### src/rtl/core/pt32_pkg.sv
// Shared types and constants for the 32-bit prime test block.
// Command and status groups between controller and datapath; base table.
// No dependencies.
package pt32_pkg;

  localparam logic [1:0]  BASE_IDX_LAST = 2'd2;
  localparam logic [31:0] LAST_BASE     = 32'd61;

  // Witness bases, in the order the rounds run.
  function automatic logic [5:0] base_of(logic [1:0] idx);
    logic [5:0] b;
    case (idx)
      2'd0:    b = 6'd2;
      2'd1:    b = 6'd7;
      default: b = 6'd61;
    endcase
    return b;
  endfunction

  typedef struct packed {
    logic load;        // capture candidate, clear residues
    logic res_step;    // one bit of the mod-3 / mod-5 scan
    logic split_init;  // d = n-1, s = 0, first base
    logic split_step;  // d >>= 1, s++
    logic round_init;  // load exponent scan, set squaring count to 1
    logic next_base;
    logic e_step;      // consume one exponent bit
    logic mul_sq;      // acc = acc*acc mod n
    logic mul_base;    // acc = acc*base mod n
    logic sq_inc;
  } pt32_cmd_t;

  typedef struct packed {
    logic scan_last;
    logic n_lt2;
    logic n_small_prime;
    logic n_div235;
    logic n_le61;
    logic d_odd;
    logic base_last;
    logic e_bit;
    logic e_last;
    logic started;
    logic mul_done;
    logic acc_one;
    logic acc_m1;
    logic r_done;
  } pt32_stat_t;

endpackage

### src/rtl/core/pt32_mulmod.sv
// Shift-and-add modular multiplier: (a * b) mod n, one bit of b per cycle.
// The registered done strobe comes with the final result on res_o. No package dependencies.
// Operands must be below n; n must stay stable while a request runs.
module pt32_mulmod (
  input  logic        clk_i,
  input  logic        rst_ni,
  input  logic        start_i,
  input  logic [31:0] a_i,
  input  logic [31:0] b_i,
  input  logic [31:0] n_i,
  output logic        done_o,
  output logic [31:0] res_o
);

  logic [31:0] a_q, b_q, r_q, r_d;
  logic [4:0]  cnt_q;
  logic        busy_q, done_q;
  logic [33:0] t, n1, n2, tr;

  // r < n and a < n keep 2r + a below 3n, so at most two subtracts of n.
  always_comb begin
    t  = {1'b0, r_q, 1'b0} + (b_q[31] ? {2'b00, a_q} : 34'd0);
    n1 = {2'b00, n_i};
    n2 = {1'b0, n_i, 1'b0};
    if (t >= n2) begin
      tr = t - n2;
    end else if (t >= n1) begin
      tr = t - n1;
    end else begin
      tr = t;
    end
    r_d = tr[31:0];
  end

  always_ff @(posedge clk_i or negedge rst_ni) begin
    if (!rst_ni) begin
      busy_q <= 1'b0;
      done_q <= 1'b0;
      cnt_q  <= '0;
    end else begin
      done_q <= !start_i && busy_q && (cnt_q == 5'd31);
      if (start_i) begin
        busy_q <= 1'b1;
        cnt_q  <= '0;
      end else if (busy_q) begin
        cnt_q <= cnt_q + 5'd1;
        if (cnt_q == 5'd31) begin
          busy_q <= 1'b0;
        end
      end
    end
  end

  always_ff @(posedge clk_i) begin
    if (start_i) begin
      a_q <= a_i;
      b_q <= b_i;
      r_q <= '0;
    end else if (busy_q) begin
      b_q <= {b_q[30:0], 1'b0};
      r_q <= r_d;
    end
  end

  assign done_o = done_q;
  assign res_o  = r_q;

`ifndef SYNTH
  a_no_restart: assert property (@(posedge clk_i) disable iff (!rst_ni)
    start_i |-> !busy_q) else $error("mulmod restarted while busy");
  a_rem_below_n: assert property (@(posedge clk_i) disable iff (!rst_ni)
    busy_q |-> (r_q < n_i)) else $error("mulmod remainder not reduced");
`endif

endmodule

### src/rtl/core/pt32_dp.sv
// Datapath of the prime test: candidate, residue scan, d/s split,
// exponent scan, round counters and the shared modular multiplier.
// Depends on pt32_pkg and pt32_mulmod.
module pt32_dp (
  input  logic                 clk_i,
  input  logic                 rst_ni,
  input  logic [31:0]          candidate_i,
  input  pt32_pkg::pt32_cmd_t  cmd_i,
  output pt32_pkg::pt32_stat_t stat_o
);
  import pt32_pkg::*;

  logic [31:0] n_q, nm1_q, sc_q, d_q, esc_q, acc_q;
  logic [1:0]  r3_q;
  logic [2:0]  r5_q;
  logic [4:0]  cnt_q, ecnt_q, s_q, rcnt_q;
  logic [1:0]  bidx_q;
  logic        started_q;
  logic [31:0] base32;
  logic        mm_start, mm_done;
  logic [31:0] mm_b, mm_res;

  function automatic logic [1:0] mod3_step(logic [1:0] r, logic b);
    logic [2:0] v;
    v = {r, 1'b0} + {2'b00, b};
    if (v >= 3'd3) v = v - 3'd3;
    return v[1:0];
  endfunction

  function automatic logic [2:0] mod5_step(logic [2:0] r, logic b);
    logic [3:0] v;
    v = {r, 1'b0} + {3'b000, b};
    if (v >= 4'd5) v = v - 4'd5;
    return v[2:0];
  endfunction

  assign base32   = {26'd0, base_of(bidx_q)};
  assign mm_start = cmd_i.mul_sq | cmd_i.mul_base;
  assign mm_b     = cmd_i.mul_base ? base32 : acc_q;

  pt32_mulmod u_mulmod (
    .clk_i   (clk_i),
    .rst_ni  (rst_ni),
    .start_i (mm_start),
    .a_i     (acc_q),
    .b_i     (mm_b),
    .n_i     (n_q),
    .done_o  (mm_done),
    .res_o   (mm_res)
  );

  // counters and flags
  always_ff @(posedge clk_i or negedge rst_ni) begin
    if (!rst_ni) begin
      cnt_q     <= '0;
      ecnt_q    <= '0;
      s_q       <= '0;
      rcnt_q    <= '0;
      bidx_q    <= '0;
      started_q <= 1'b0;
    end else begin
      if (cmd_i.load)       cnt_q  <= '0;
      if (cmd_i.res_step)   cnt_q  <= cnt_q + 5'd1;
      if (cmd_i.split_init) begin
        s_q    <= '0;
        bidx_q <= '0;
      end
      if (cmd_i.split_step) s_q    <= s_q + 5'd1;
      if (cmd_i.next_base)  bidx_q <= bidx_q + 2'd1;
      if (cmd_i.round_init) begin
        ecnt_q    <= '0;
        rcnt_q    <= 5'd1;
        started_q <= 1'b0;
      end
      if (cmd_i.e_step) begin
        ecnt_q <= ecnt_q + 5'd1;
        if (esc_q[31]) started_q <= 1'b1;
      end
      if (cmd_i.sq_inc)     rcnt_q <= rcnt_q + 5'd1;
    end
  end

  always_ff @(posedge clk_i) begin
    if (cmd_i.load) begin
      n_q  <= candidate_i;
      sc_q <= candidate_i;
      r3_q <= '0;
      r5_q <= '0;
    end
    if (cmd_i.res_step) begin
      r3_q <= mod3_step(r3_q, sc_q[31]);
      r5_q <= mod5_step(r5_q, sc_q[31]);
      sc_q <= {sc_q[30:0], 1'b0};
    end
    if (cmd_i.split_init) begin
      d_q   <= n_q - 32'd1;
      nm1_q <= n_q - 32'd1;
    end
    if (cmd_i.split_step) d_q <= {1'b0, d_q[31:1]};
    if (cmd_i.round_init) esc_q <= d_q;
    if (cmd_i.e_step) begin
      esc_q <= {esc_q[30:0], 1'b0};
      // leading one of d: acc starts at the base instead of squaring ones
      if (!started_q && esc_q[31]) acc_q <= base32;
    end
    if (mm_done) acc_q <= mm_res;
  end

  always_comb begin
    stat_o.scan_last     = (cnt_q == 5'd31);
    stat_o.n_lt2         = (n_q[31:1] == 31'd0);
    stat_o.n_small_prime = (n_q == 32'd2) || (n_q == 32'd3) ||
                           (n_q == 32'd5) || (n_q == 32'd7);
    stat_o.n_div235      = !n_q[0] || (r3_q == 2'd0) || (r5_q == 3'd0);
    stat_o.n_le61        = (n_q <= LAST_BASE);
    stat_o.d_odd         = d_q[0];
    stat_o.base_last     = (bidx_q == BASE_IDX_LAST);
    stat_o.e_bit         = esc_q[31];
    stat_o.e_last        = (ecnt_q == 5'd31);
    stat_o.started       = started_q;
    stat_o.mul_done      = mm_done;
    stat_o.acc_one       = (acc_q == 32'd1);
    stat_o.acc_m1        = (acc_q == nm1_q);
    stat_o.r_done        = (rcnt_q == s_q);
  end

endmodule

### src/rtl/core/pt32_ctrl.sv
// Controller of the prime test: sequences residue scan, split of n-1,
// exponentiation and squaring rounds; owns busy and the result register.
// Depends on pt32_pkg.
module pt32_ctrl (
  input  logic                 clk_i,
  input  logic                 rst_ni,
  input  logic                 start_i,
  output logic                 busy_o,
  output logic                 done_o,
  output logic                 is_prime_o,
  output pt32_pkg::pt32_cmd_t  cmd_o,
  input  pt32_pkg::pt32_stat_t stat_i
);
  import pt32_pkg::*;

  localparam logic [3:0] S_IDLE    = 4'd0;
  localparam logic [3:0] S_RES     = 4'd1;
  localparam logic [3:0] S_CHECK   = 4'd2;
  localparam logic [3:0] S_SPLIT   = 4'd3;
  localparam logic [3:0] S_RINIT   = 4'd4;
  localparam logic [3:0] S_EXP_BIT = 4'd5;
  localparam logic [3:0] S_EXP_SQW = 4'd6;
  localparam logic [3:0] S_EXP_MB  = 4'd7;
  localparam logic [3:0] S_EXP_MW  = 4'd8;
  localparam logic [3:0] S_RTEST   = 4'd9;
  localparam logic [3:0] S_RSQ     = 4'd10;
  localparam logic [3:0] S_RSQW    = 4'd11;
  localparam logic [3:0] S_RSQCHK  = 4'd12;
  localparam logic [3:0] S_NBASE   = 4'd13;

  logic [3:0] state_q, state_d;
  logic       done_q, prime_q;
  logic       fin, fin_val;

  always_comb begin
    state_d = state_q;
    cmd_o   = '0;
    fin     = 1'b0;
    fin_val = 1'b0;
    case (state_q)
      S_IDLE: begin
        if (start_i) begin
          cmd_o.load = 1'b1;
          state_d    = S_RES;
        end
      end
      S_RES: begin
        cmd_o.res_step = 1'b1;
        if (stat_i.scan_last) state_d = S_CHECK;
      end
      S_CHECK: begin
        if (stat_i.n_lt2) begin
          fin = 1'b1;
        end else if (stat_i.n_small_prime) begin
          fin     = 1'b1;
          fin_val = 1'b1;
        end else if (stat_i.n_div235) begin
          fin = 1'b1;
        end else begin
          cmd_o.split_init = 1'b1;
          state_d          = S_SPLIT;
        end
      end
      S_SPLIT: begin
        if (stat_i.d_odd) begin
          state_d = S_RINIT;
        end else begin
          cmd_o.split_step = 1'b1;
        end
      end
      S_RINIT: begin
        // on the last base, the loop ends (prime) once n is no larger than that base
        if (stat_i.base_last && stat_i.n_le61) begin
          fin     = 1'b1;
          fin_val = 1'b1;
        end else begin
          cmd_o.round_init = 1'b1;
          state_d          = S_EXP_BIT;
        end
      end
      S_EXP_BIT: begin
        if (stat_i.started) begin
          cmd_o.mul_sq = 1'b1;
          state_d      = S_EXP_SQW;
        end else begin
          cmd_o.e_step = 1'b1;
          if (stat_i.e_last) state_d = S_RTEST;
        end
      end
      S_EXP_SQW: begin
        if (stat_i.mul_done) begin
          if (stat_i.e_bit) begin
            state_d = S_EXP_MB;
          end else begin
            cmd_o.e_step = 1'b1;
            state_d      = stat_i.e_last ? S_RTEST : S_EXP_BIT;
          end
        end
      end
      S_EXP_MB: begin
        cmd_o.mul_base = 1'b1;
        state_d        = S_EXP_MW;
      end
      S_EXP_MW: begin
        if (stat_i.mul_done) begin
          cmd_o.e_step = 1'b1;
          state_d      = stat_i.e_last ? S_RTEST : S_EXP_BIT;
        end
      end
      S_RTEST: begin
        state_d = (stat_i.acc_one || stat_i.acc_m1) ? S_NBASE : S_RSQ;
      end
      S_RSQ: begin
        if (stat_i.r_done) begin
          fin = 1'b1;
        end else begin
          cmd_o.mul_sq = 1'b1;
          state_d      = S_RSQW;
        end
      end
      S_RSQW: begin
        if (stat_i.mul_done) begin
          cmd_o.sq_inc = 1'b1;
          state_d      = S_RSQCHK;
        end
      end
      S_RSQCHK: begin
        state_d = stat_i.acc_m1 ? S_NBASE : S_RSQ;
      end
      S_NBASE: begin
        if (stat_i.base_last) begin
          fin     = 1'b1;
          fin_val = 1'b1;
        end else begin
          cmd_o.next_base = 1'b1;
          state_d         = S_RINIT;
        end
      end
      default: begin
        state_d = S_IDLE;
      end
    endcase
    if (fin) state_d = S_IDLE;
  end

  always_ff @(posedge clk_i or negedge rst_ni) begin
    if (!rst_ni) begin
      state_q <= S_IDLE;
      done_q  <= 1'b0;
      prime_q <= 1'b0;
    end else begin
      state_q <= state_d;
      done_q  <= fin;
      if (fin) prime_q <= fin_val;
    end
  end

  assign busy_o     = (state_q != S_IDLE);
  assign done_o     = done_q;
  assign is_prime_o = prime_q;

`ifndef SYNTH
  a_busy_after_req: assert property (@(posedge clk_i) disable iff (!rst_ni)
    start_i && !busy_o |=> busy_o) else $error("request accepted but not busy");
  a_done_idle: assert property (@(posedge clk_i) disable iff (!rst_ni)
    done_o |-> !busy_o) else $error("result strobe while still busy");
`endif

endmodule

### src/rtl/core/prime_test_32bit.sv
// Deterministic 32-bit primality test (strong probable-prime rounds for
// bases 2, 7 and 61 after trial checks by 2, 3 and 5).
//
// Request channel: drive candidate_i and raise start; the request is taken
// at a rising edge where start is high and busy is low. busy stays high
// until the result is produced; start is ignored meanwhile.
// Result channel: done_o is high for exactly one cycle with is_prime_o
// valid in that cycle. The receiver cannot stall; the result is gone after
// that cycle (is_prime_o keeps its value until the next result).
// Values below 2, the small primes and multiples of 2, 3 or 5 finish
// after the residue scan. Otherwise the block splits n-1, then per base
// runs the exponent scan with the multiplies of the exponentiation and
// then the later squarings (one bit-serial multiply-reduce unit, shared
// by all squarings and base multiplies).
// One request is in flight at a time; busy drops in the cycle done_o is
// high, so the next request can be taken right then.
// Reset: asynchronous, active low; returns to idle with no result pending.
// Depends on pt32_pkg, pt32_ctrl, pt32_dp, pt32_mulmod.
module prime_test_32bit (
  input  logic        clk_i,
  input  logic        rst_ni,
  input  logic        start,
  output logic        busy,
  input  logic [31:0] candidate_i,
  output logic        done_o,
  output logic        is_prime_o
);
  import pt32_pkg::*;

  pt32_cmd_t  cmd;
  pt32_stat_t stat;

  pt32_ctrl u_ctrl (
    .clk_i      (clk_i),
    .rst_ni     (rst_ni),
    .start_i    (start),
    .busy_o     (busy),
    .done_o     (done_o),
    .is_prime_o (is_prime_o),
    .cmd_o      (cmd),
    .stat_i     (stat)
  );

  pt32_dp u_dp (
    .clk_i       (clk_i),
    .rst_ni      (rst_ni),
    .candidate_i (candidate_i),
    .cmd_i       (cmd),
    .stat_o      (stat)
  );

endmodule
### config.mk
export PLATFORM = sky130hd
export DESIGN_NAME = prime_test_32bit
export DESIGN_NICKNAME = d
export VERILOG_FILES = /design/src/rtl/core/pt32_pkg.sv /design/src/rtl/core/pt32_mulmod.sv /design/src/rtl/core/pt32_dp.sv /design/src/rtl/core/pt32_ctrl.sv /design/src/rtl/core/prime_test_32bit.sv
export SDC_FILE = /design/constraint.sdc
export NUM_CORES = 1
export LEC_CHECK = 0
export BUFFER_PORTS_ARGS = -buffer_cell sky130_fd_sc_hd__buf_2
export CORE_MARGIN = 2
export CORE_UTILIZATION = 48
export DETAILED_ROUTE_END_ITERATION = 12
export SLEW_MARGIN = 20
export SYNTH_ARGS = -nofsm -noshare
export SYNTH_HDL_FRONTEND = slang
export SYNTH_SLANG_ARGS = --single-unit
export TNS_END_PERCENT = 100
### constraint.sdc
create_clock -name clk_i -period 7.2 [get_ports clk_i]
set_input_delay 1.44 -clock clk_i [delete_from_list [all_inputs] [get_ports clk_i]]
set_output_delay 1.44 -clock clk_i [all_outputs]
set_load 0.01 [all_outputs]
==> impl_metrics.env, run 1 <==
export IMPL_status="complete, no violations"
export IMPL_setup_viol=0
export IMPL_synthArstFlopShare=0.1094
export IMPL_layout_drive_gt1_share=0.08169
export IMPL_syn_area_per_cell_sq_um=10.18
export IMPL_fp_dieW_um=206.2
export IMPL_critPathMaxFanout=20
export IMPL_tightest_slew_ps=931.7
export IMPL_track_usage=0.2712
export IMPL_grt_max_degree=68
export IMPL_crit_family="compound AO/OA/AOI/OAI gates"
export IMPL_die_h_um=206.2
export IMPL_path_clk_slew_ps=60
export IMPL_rsz0062_at_grt="false"
export IMPL_critPathRequiredTime_ps=7670
export IMPL_synth_fp_nets=2081
export IMPL_place_hpwl_um=43480
export IMPL_yosys_area_top_type="edfxtp_1"
export IMPL_yosys_area_top_type_share=0.3946
export IMPL_syn_inst=1929
export IMPL_fmax_mhz=154.5
export IMPL_synthTopCellsByArea="edfxtp_1, ha_1, dfrtp_1"
export IMPL_busiest_layer="met1"
export IMPL_cts_htree_levels=2
export IMPL_diodes=0
export IMPL_seq_area_frac_synth=0.4762
export IMPL_die_area_sq_um=42540
export IMPL_drv_slew=0
export IMPL_clock_sinks=329
export IMPL_crit_arrival_ps=6940
export IMPL_rows=74
export IMPL_wire_per_inst_um=22.75
export IMPL_ys_flop_type="edfxtp_1"
export IMPL_wl_um=57220
export IMPL_drtPass1Iterations=5
export IMPL_viasPerCell=6.000
export IMPL_grt_pass1_wl_um=86050
export IMPL_hold_buffers=0
export IMPL_end_kind="flop"
export IMPL_cts_buffers=38
export IMPL_cp_slowest_cell="nand3_1"
export IMPL_cts_tree="built"
export IMPL_min_period_over_period=0.8989
export IMPL_ant_nets=0
export IMPL_path_cells="and2_1, ha_1, inv_1, fa_1, nand2b_1, a21oi_1, o21ai_0, nand2b_1, nand2_1, a311o_1, a31oi_1, xor2_1, ha_1, nand3_1, nor3_1, a221oi_1, nand2_1, o31ai_1, o211a_1, nand3_1, buf_4, o221ai_1"
export IMPL_grtUsageMet1=0.4138
export IMPL_skew_ps=11.78
export IMPL_overflow=0
export IMPL_setup_tns_ps=0
export IMPL_cp_num_buf_inv=2
export IMPL_vias=15091
export IMPL_worstSetupPathType="reg2reg"
export IMPL_hold_viol_final=0
export IMPL_initial_core_util=0.4830
export IMPL_synth_edff_count=258
export IMPL_startpoint_type="flop"
export IMPL_antenna_found_initial=0
export IMPL_grtUsageMet2=0.3902
export IMPL_ys_ff_latch=329
export IMPL_grt_util_met3=0.04683
export IMPL_core_area_sq_um=40650
export IMPL_port_buffers=37
export IMPL_insertion_delay_ps=560
export IMPL_drt_first_iter_violations=1402
export IMPL_synth_area_sq_um=19630
export IMPL_cts_root_buf="clkbuf_16"
export IMPL_drc=0
export IMPL_hold_class="reg2reg"
export IMPL_cp_slowest_stage_delay_ps=630
export IMPL_synthToLayoutAreaGrowth_pct=10.50
export IMPL_worst_slew_margin_rel=0.3789
export IMPL_cts_setup_buffers=0
export IMPL_cts_max_path_buffers=3
export IMPL_nNetsFinal=2106
export IMPL_synth_cell_type_count=85
export IMPL_yosysWarnings=0
export IMPL_fin_crit_ps=6472
export IMPL_pin_count=38
export IMPL_drv_cap=0
export IMPL_gp_congestion=0.9063
export IMPL_cts_resized=0
export IMPL_grt_pass1_vias=14083
[per-layer routing]
layer  up-vias  part of all wire
li1       7160                 -
met1      7367              0.49
met2       467              0.42
met3        97             0.064
met4         0             0.034
met5         -                 0
[sequential cells by signal, summed over array words and instances (netlist names), 2 cells and up]
| register | flops |
|---|---|
| u_dp.u_mulmod.res_o | 32 |
| u_dp.u_mulmod.cnt_q | 5 |
| u_dp.nm1_q | 32 |
| u_ctrl.state_q | 4 |
| u_dp.acc_q | 32 |
| u_dp.s_q | 5 |
| u_dp.cnt_q | 5 |
| u_dp.sc_q | 32 |
| u_dp.d_q | 32 |
| u_dp.esc_q | 32 |
| u_dp.r3_q | 2 |
| u_dp.rcnt_q | 5 |
| u_dp.bidx_q | 2 |
| u_dp.r5_q | 3 |
| u_dp.u_mulmod.a_q | 32 |
| u_dp.u_mulmod.b_q | 32 |
| u_dp.n_q | 32 |
| u_dp.ecnt_q | 5 |
[worst min-delay path: stages (launching register included)]
cell,delay [ps]
dfxtp_1,320
nand2_1,50
o21ai_0,60
[per-stage QoR]
step           worst slack (ps)  instances  cell area (sq um)    util  hold WS [ps]
6_report                  727.7       2515              21690  0.5337         472.0
4_1_cts                   738.7       2515              21690  0.5337         471.5
3_3_place_gp              823.8       2446              20370  0.5012         459.4
3_5_place_dp              739.3       2446              20380  0.5014         463.5
2_1_floorplan              2110       1929              19630       -         436.3
5_1_grt                   192.7       2515              21690  0.5337         507.1
[worst paths after layout]
path	startpoint	slack, ps	cells after the start	end
max	u_dp.u_mulmod.b_q[31]	730	22	u_dp.u_mulmod.res_o[1]
min reg2reg	u_dp.esc_q[0]	470	2	u_dp.esc_q[0]
max reg2reg	u_dp.u_mulmod.b_q[31]	730	22	u_dp.u_mulmod.res_o[1]
max in group asynchronous	rst_ni	5640	1	u_dp.rcnt_q[2]
min	u_dp.esc_q[0]	470	2	u_dp.esc_q[0]
min in group asynchronous	rst_ni	1010	1	u_ctrl.state_q[2]
[cells by family after synthesis]
logic type,count (synthesis),share of synthesized area
simple gates,658,0.1615
compound gates,482,0.1673
flops,329,0.4762
xor+xnor,153,0.06825
buf+inv,153,0.03148
fa+ha+maj,117,0.07571
mux,37,0.01963
[final cells by class]
cell class,instances,area (sq um)
inverters,74,277.8
fillers,3702,18950
flip-flops and latches,329,9349
clock inverters,26,325.3
well taps,532,665.6
repair buffers,64,387.9
multi-input cells,1447,9698
clock buffers,43,991.0
[synth_stat cells, drive strengths merged, types with 25 or more instances]
cell / count
a22o: 62
nand2: 160
a22oi: 25
nand3: 69
dfrtp: 36
xnor2: 82
nor2: 188
edfxtp: 258
nor3: 33
clkbuf: 61
nand2b: 26
a21oi: 105
inv: 73
mux2i: 31
xor2: 71
a21o: 35
and2: 60
dfxtp: 35
o21ai: 106
ha: 114
[cell usage in the layout (no fill, tap or decap), types with 9 or more instances in the layout]
| cell | count |
|---|---|
| buf_2 | 37 |
| o21ai_0 | 104 |
| buf_4 | 27 |
| edfxtp_1 | 258 |
| o21bai_1 | 12 |
| ha_1 | 114 |
| xor2_1 | 71 |
| clkinv_1 | 9 |
| or2_2 | 12 |
| nor3_1 | 32 |
| a22oi_1 | 25 |
| o211ai_1 | 15 |
| a21o_1 | 35 |
| nand2b_1 | 26 |
| and2_1 | 60 |
| inv_1 | 73 |
| dfrtp_1 | 36 |
| xnor2_1 | 82 |
| o21a_1 | 16 |
| nor2_1 | 186 |
| a211oi_1 | 17 |
| clkbuf_16 | 39 |
| a22o_1 | 62 |
| nand3_1 | 67 |
| or3_1 | 11 |
| nor4_1 | 21 |
| a21oi_1 | 103 |
| nand4_1 | 23 |
| and3_1 | 10 |
| a31oi_1 | 14 |
| dfxtp_1 | 35 |
| nor2b_1 | 20 |
| nand2_1 | 160 |
| mux2i_1 | 31 |
Power of run 1 is not shown: default switching activity piles up to over one toggle a cycle in this logic, so the estimate is an artifact.
==> run 2, diff against run 1 <==
--- a/config.mk
+++ b/config.mk
@@ -5,6 +5,7 @@
 export SDC_FILE = /design/constraint.sdc
 export NUM_CORES = 1
 export LEC_CHECK = 0
+export ABC_AREA = 1
 export BUFFER_PORTS_ARGS = -buffer_cell sky130_fd_sc_hd__buf_2
 export CORE_MARGIN = 2
 export CORE_UTILIZATION = 48
==> run 2 against run 1 <==
Net effect:
- first-iteration DRC count is 28% higher
- design area rose by 8.2%
- maximum frequency grew 7.1%
- largest cell class unchanged
- highest routed layer is now met5
==> impl_metrics.env, run 2 <==
export IMPL_status="complete, no violations"
export IMPL_setup_tns_ps=0
export IMPL_worst_slew_margin_rel=0.2569
export IMPL_grt_pass1_vias=17457
export IMPL_synth_cell_type_count=64
export IMPL_rr_startpoint="u_dp.u_mulmod.b_q[31]"
export IMPL_cts_tree="built"
export IMPL_syn_area_per_cell_sq_um=8.015
export IMPL_fmax_mhz=165.5
export IMPL_clock_sinks=329
export IMPL_critPathRequiredTime_ps=7700
export IMPL_cts_buffers=37
export IMPL_seq_area_frac_synth=0.4351
export IMPL_synth_area_sq_um=21490
export IMPL_pwr_share_clk=0.492
export IMPL_drt_first_iter_violations=1797
export IMPL_yosysWarnings=0
export IMPL_startpoint_type="flop"
export IMPL_track_usage=0.2866
export IMPL_ant_nets=0
export IMPL_overflow=0
export IMPL_fin_cells=3335
export IMPL_cts_setup_buffers=0
export IMPL_grt_pass1_wl_um=102100
export IMPL_p_switching_uw=816.6
export IMPL_tightest_slew_ps=1115
export IMPL_cpMostUsedCell="nand2_1"
export IMPL_hold_class="reg2reg"
export IMPL_end_kind="flop"
export IMPL_cts_htree_levels=2
export IMPL_drc=0
export IMPL_power_frac_seq=0.503
export IMPL_synthTopCellsByArea="edfxtp_1, nand2_1, ha_1"
export IMPL_drv_cap=0
export IMPL_wl_um=66710
export IMPL_grt_max_degree=73
export IMPL_worstSetupPathType="reg2reg"
export IMPL_cp_slowest_stage_delay_ps=1090
export IMPL_power_uw=4025
export IMPL_die_h_um=215.6
export IMPL_cp_slowest_cell="edfxtp_1"
export IMPL_synth_fp_nets=2833
export IMPL_syn_inst=2681
export IMPL_fin_area_sq_um=23480
export IMPL_antenna_found_initial=1
export IMPL_ff2ff_setup_slack_ps=1160
export IMPL_critPathMaxFanout=36
export IMPL_fillers=4287
export IMPL_hold_buffers=0
export IMPL_nNetsFinal=2867
export IMPL_synthArstFlopShare=0.1094
export IMPL_wire_per_inst_um=20.00
export IMPL_rsz0062_at_grt="false"
export IMPL_yosys_area_top_type="edfxtp_1"
export IMPL_synthToLayoutAreaGrowth_pct=9.287
export IMPL_synth_edff_count=258
export IMPL_crit_arrival_ps=6540
export IMPL_startpoint="u_dp.u_mulmod.b_q[31]"
export IMPL_utilization=0.5311
export IMPL_p_leak_uw=0.01048
export IMPL_fin_crit_ps=6042
export IMPL_post_dp_cell_area_sq_um=22230
export IMPL_ys_flop_type="edfxtp_1"
export IMPL_insertion_delay_ps=570
export IMPL_ys_ff_latch=329
export IMPL_cts_root_buf="clkbuf_16"
export IMPL_drv_slew=0
export IMPL_min_delay_start="u_dp.sc_q[0]"
export IMPL_cts_max_path_buffers=3
export IMPL_cts_resized=0
export IMPL_pwr_share_comb=0.005
export IMPL_netSwitchingFraction=0.2029
export IMPL_setup_viol=0
export IMPL_cell_internal_pwr_uw=3208
export IMPL_skew_ps=22.74
export IMPL_fp_dieW_um=215.6
export IMPL_synth_commonest_cells="nand2_1, inv_1, edfxtp_1, nor2_1, nand3_1"
export IMPL_ir_drop_mv=0.1673
export IMPL_drtPass1Iterations=5
export IMPL_layout_drive_gt1_share=0.07255
export IMPL_core_area_sq_um=44220
export IMPL_pin_count=38
export IMPL_p_per_area_nw_per_um2=171.4
export IMPL_min_period_over_period=0.8392
export IMPL_port_buffers=37
export IMPL_dp_cells=3268
export IMPL_hold_viol_final=0
export IMPL_mostFrequentLayoutCells="nand2_1, inv_1, edfxtp_1"
export IMPL_path_clk_slew_ps=60
export IMPL_die_area_sq_um=46470
export IMPL_initial_core_util=0.4859
export IMPL_synth_most_common_cell="nand2_1"
export IMPL_viasPerCell=5.531
export IMPL_rows=77
export IMPL_diodes=0
export IMPL_gp_congestion=0.9746
export IMPL_vias=18445
export IMPL_place_hpwl_um=52610
export IMPL_layout_commonest_cell="nand2_1"
export IMPL_yosys_area_top_type_share=0.3605
run 2: cell type report:
type	instances	area, sq um	area share
multi-input combinational	1908	10380	0.4419
sequential	329	9349	0.3981
timing repair buffer	54	312.8	0.01332
inverter	385	1445	0.06154
tap	592	740.7	0.03154
clock buffer	47	1046	0.04454
clock inverter	20	212.7	0.009057
run 2: power groups by stage:
| stage | logic, uW | clock network (uW) | registers, uW |
|---|---|---|---|
| 4_1_cts | 18.4 | 2010 | 2030 |
| 5_1_grt | 20.5 | 2080 | 2020 |
| 6_report | 18.1 | 1980 | 2030 |
| 2_1_floorplan | 0.290 | 0 | 2070 |
| 3_3_place_gp | 17.8 | 0 | 2070 |
| 3_5_place_dp | 18.4 | 0 | 2070 |
run 2: metal layers:
| layer | wire, um | global-route usage | share of wire | up-vias |
|---|---|---|---|---|
| met5 | 13 | 0 | 0.00019 | - |
| met4 | 2323 | 0.1057 | 0.035 | 2 |
| met3 | 4874 | 0.04341 | 0.073 | 113 |
| met2 | 27490 | 0.4128 | 0.41 | 724 |
| met1 | 32010 | 0.4333 | 0.48 | 8699 |
| li1 | - | - | - | 8907 |
run 2: cell families (layout without fill, tap and decap cells):
| kind of cell | after synthesis | after routing | synth area share |
|---|---|---|---|
| AND/OR/NAND/NOR | 1306 | 1306 | 0.2606 |
| buffers and inverters | 444 | 506 | 0.08257 |
| XOR/XNOR | 126 | 126 | 0.05136 |
| flip-flops | 329 | 329 | 0.4351 |
| AO/OA/AOI/OAI | 359 | 359 | 0.1012 |
| adder cells (fa/ha/maj) | 117 | 117 | 0.06917 |
run 2: through the flow:
step                hold slack, ps  worst slack (ps)
floorplan                    426.0              3234
global placement             438.3              1420
detailed placement           439.8              1290
CTS                          448.7              1277
global route                 462.9             667.8
finish                       445.3              1158
run 2: path summary, 6_finish.rpt:
| path | endpoint | cells after the start |
|---|---|---|
| worst min register to register | u_dp.sc_q[0] | 2 |
| min in group asynchronous | u_dp.rcnt_q[3] | 1 |
| worst max-delay path | u_dp.u_mulmod.res_o[3] | 27 |
| worst min-delay path | u_dp.sc_q[0] | 2 |
| worst max register to register | u_dp.u_mulmod.res_o[3] | 27 |
| max in group asynchronous | u_dp.cnt_q[2] | 1 |
run 2: worst max-delay path: cells and delay by family (launching register included):
family	cells	cell delay, ps
adder cells (fa/ha/maj)	3	930
flip-flops	1	1090
AND/OR/NAND/NOR	16	2650
XOR/XNOR	1	260
AO/OA/AOI/OAI	4	670
buffers and inverters	3	340
Note: power is estimated with default switching activity, not from simulation.
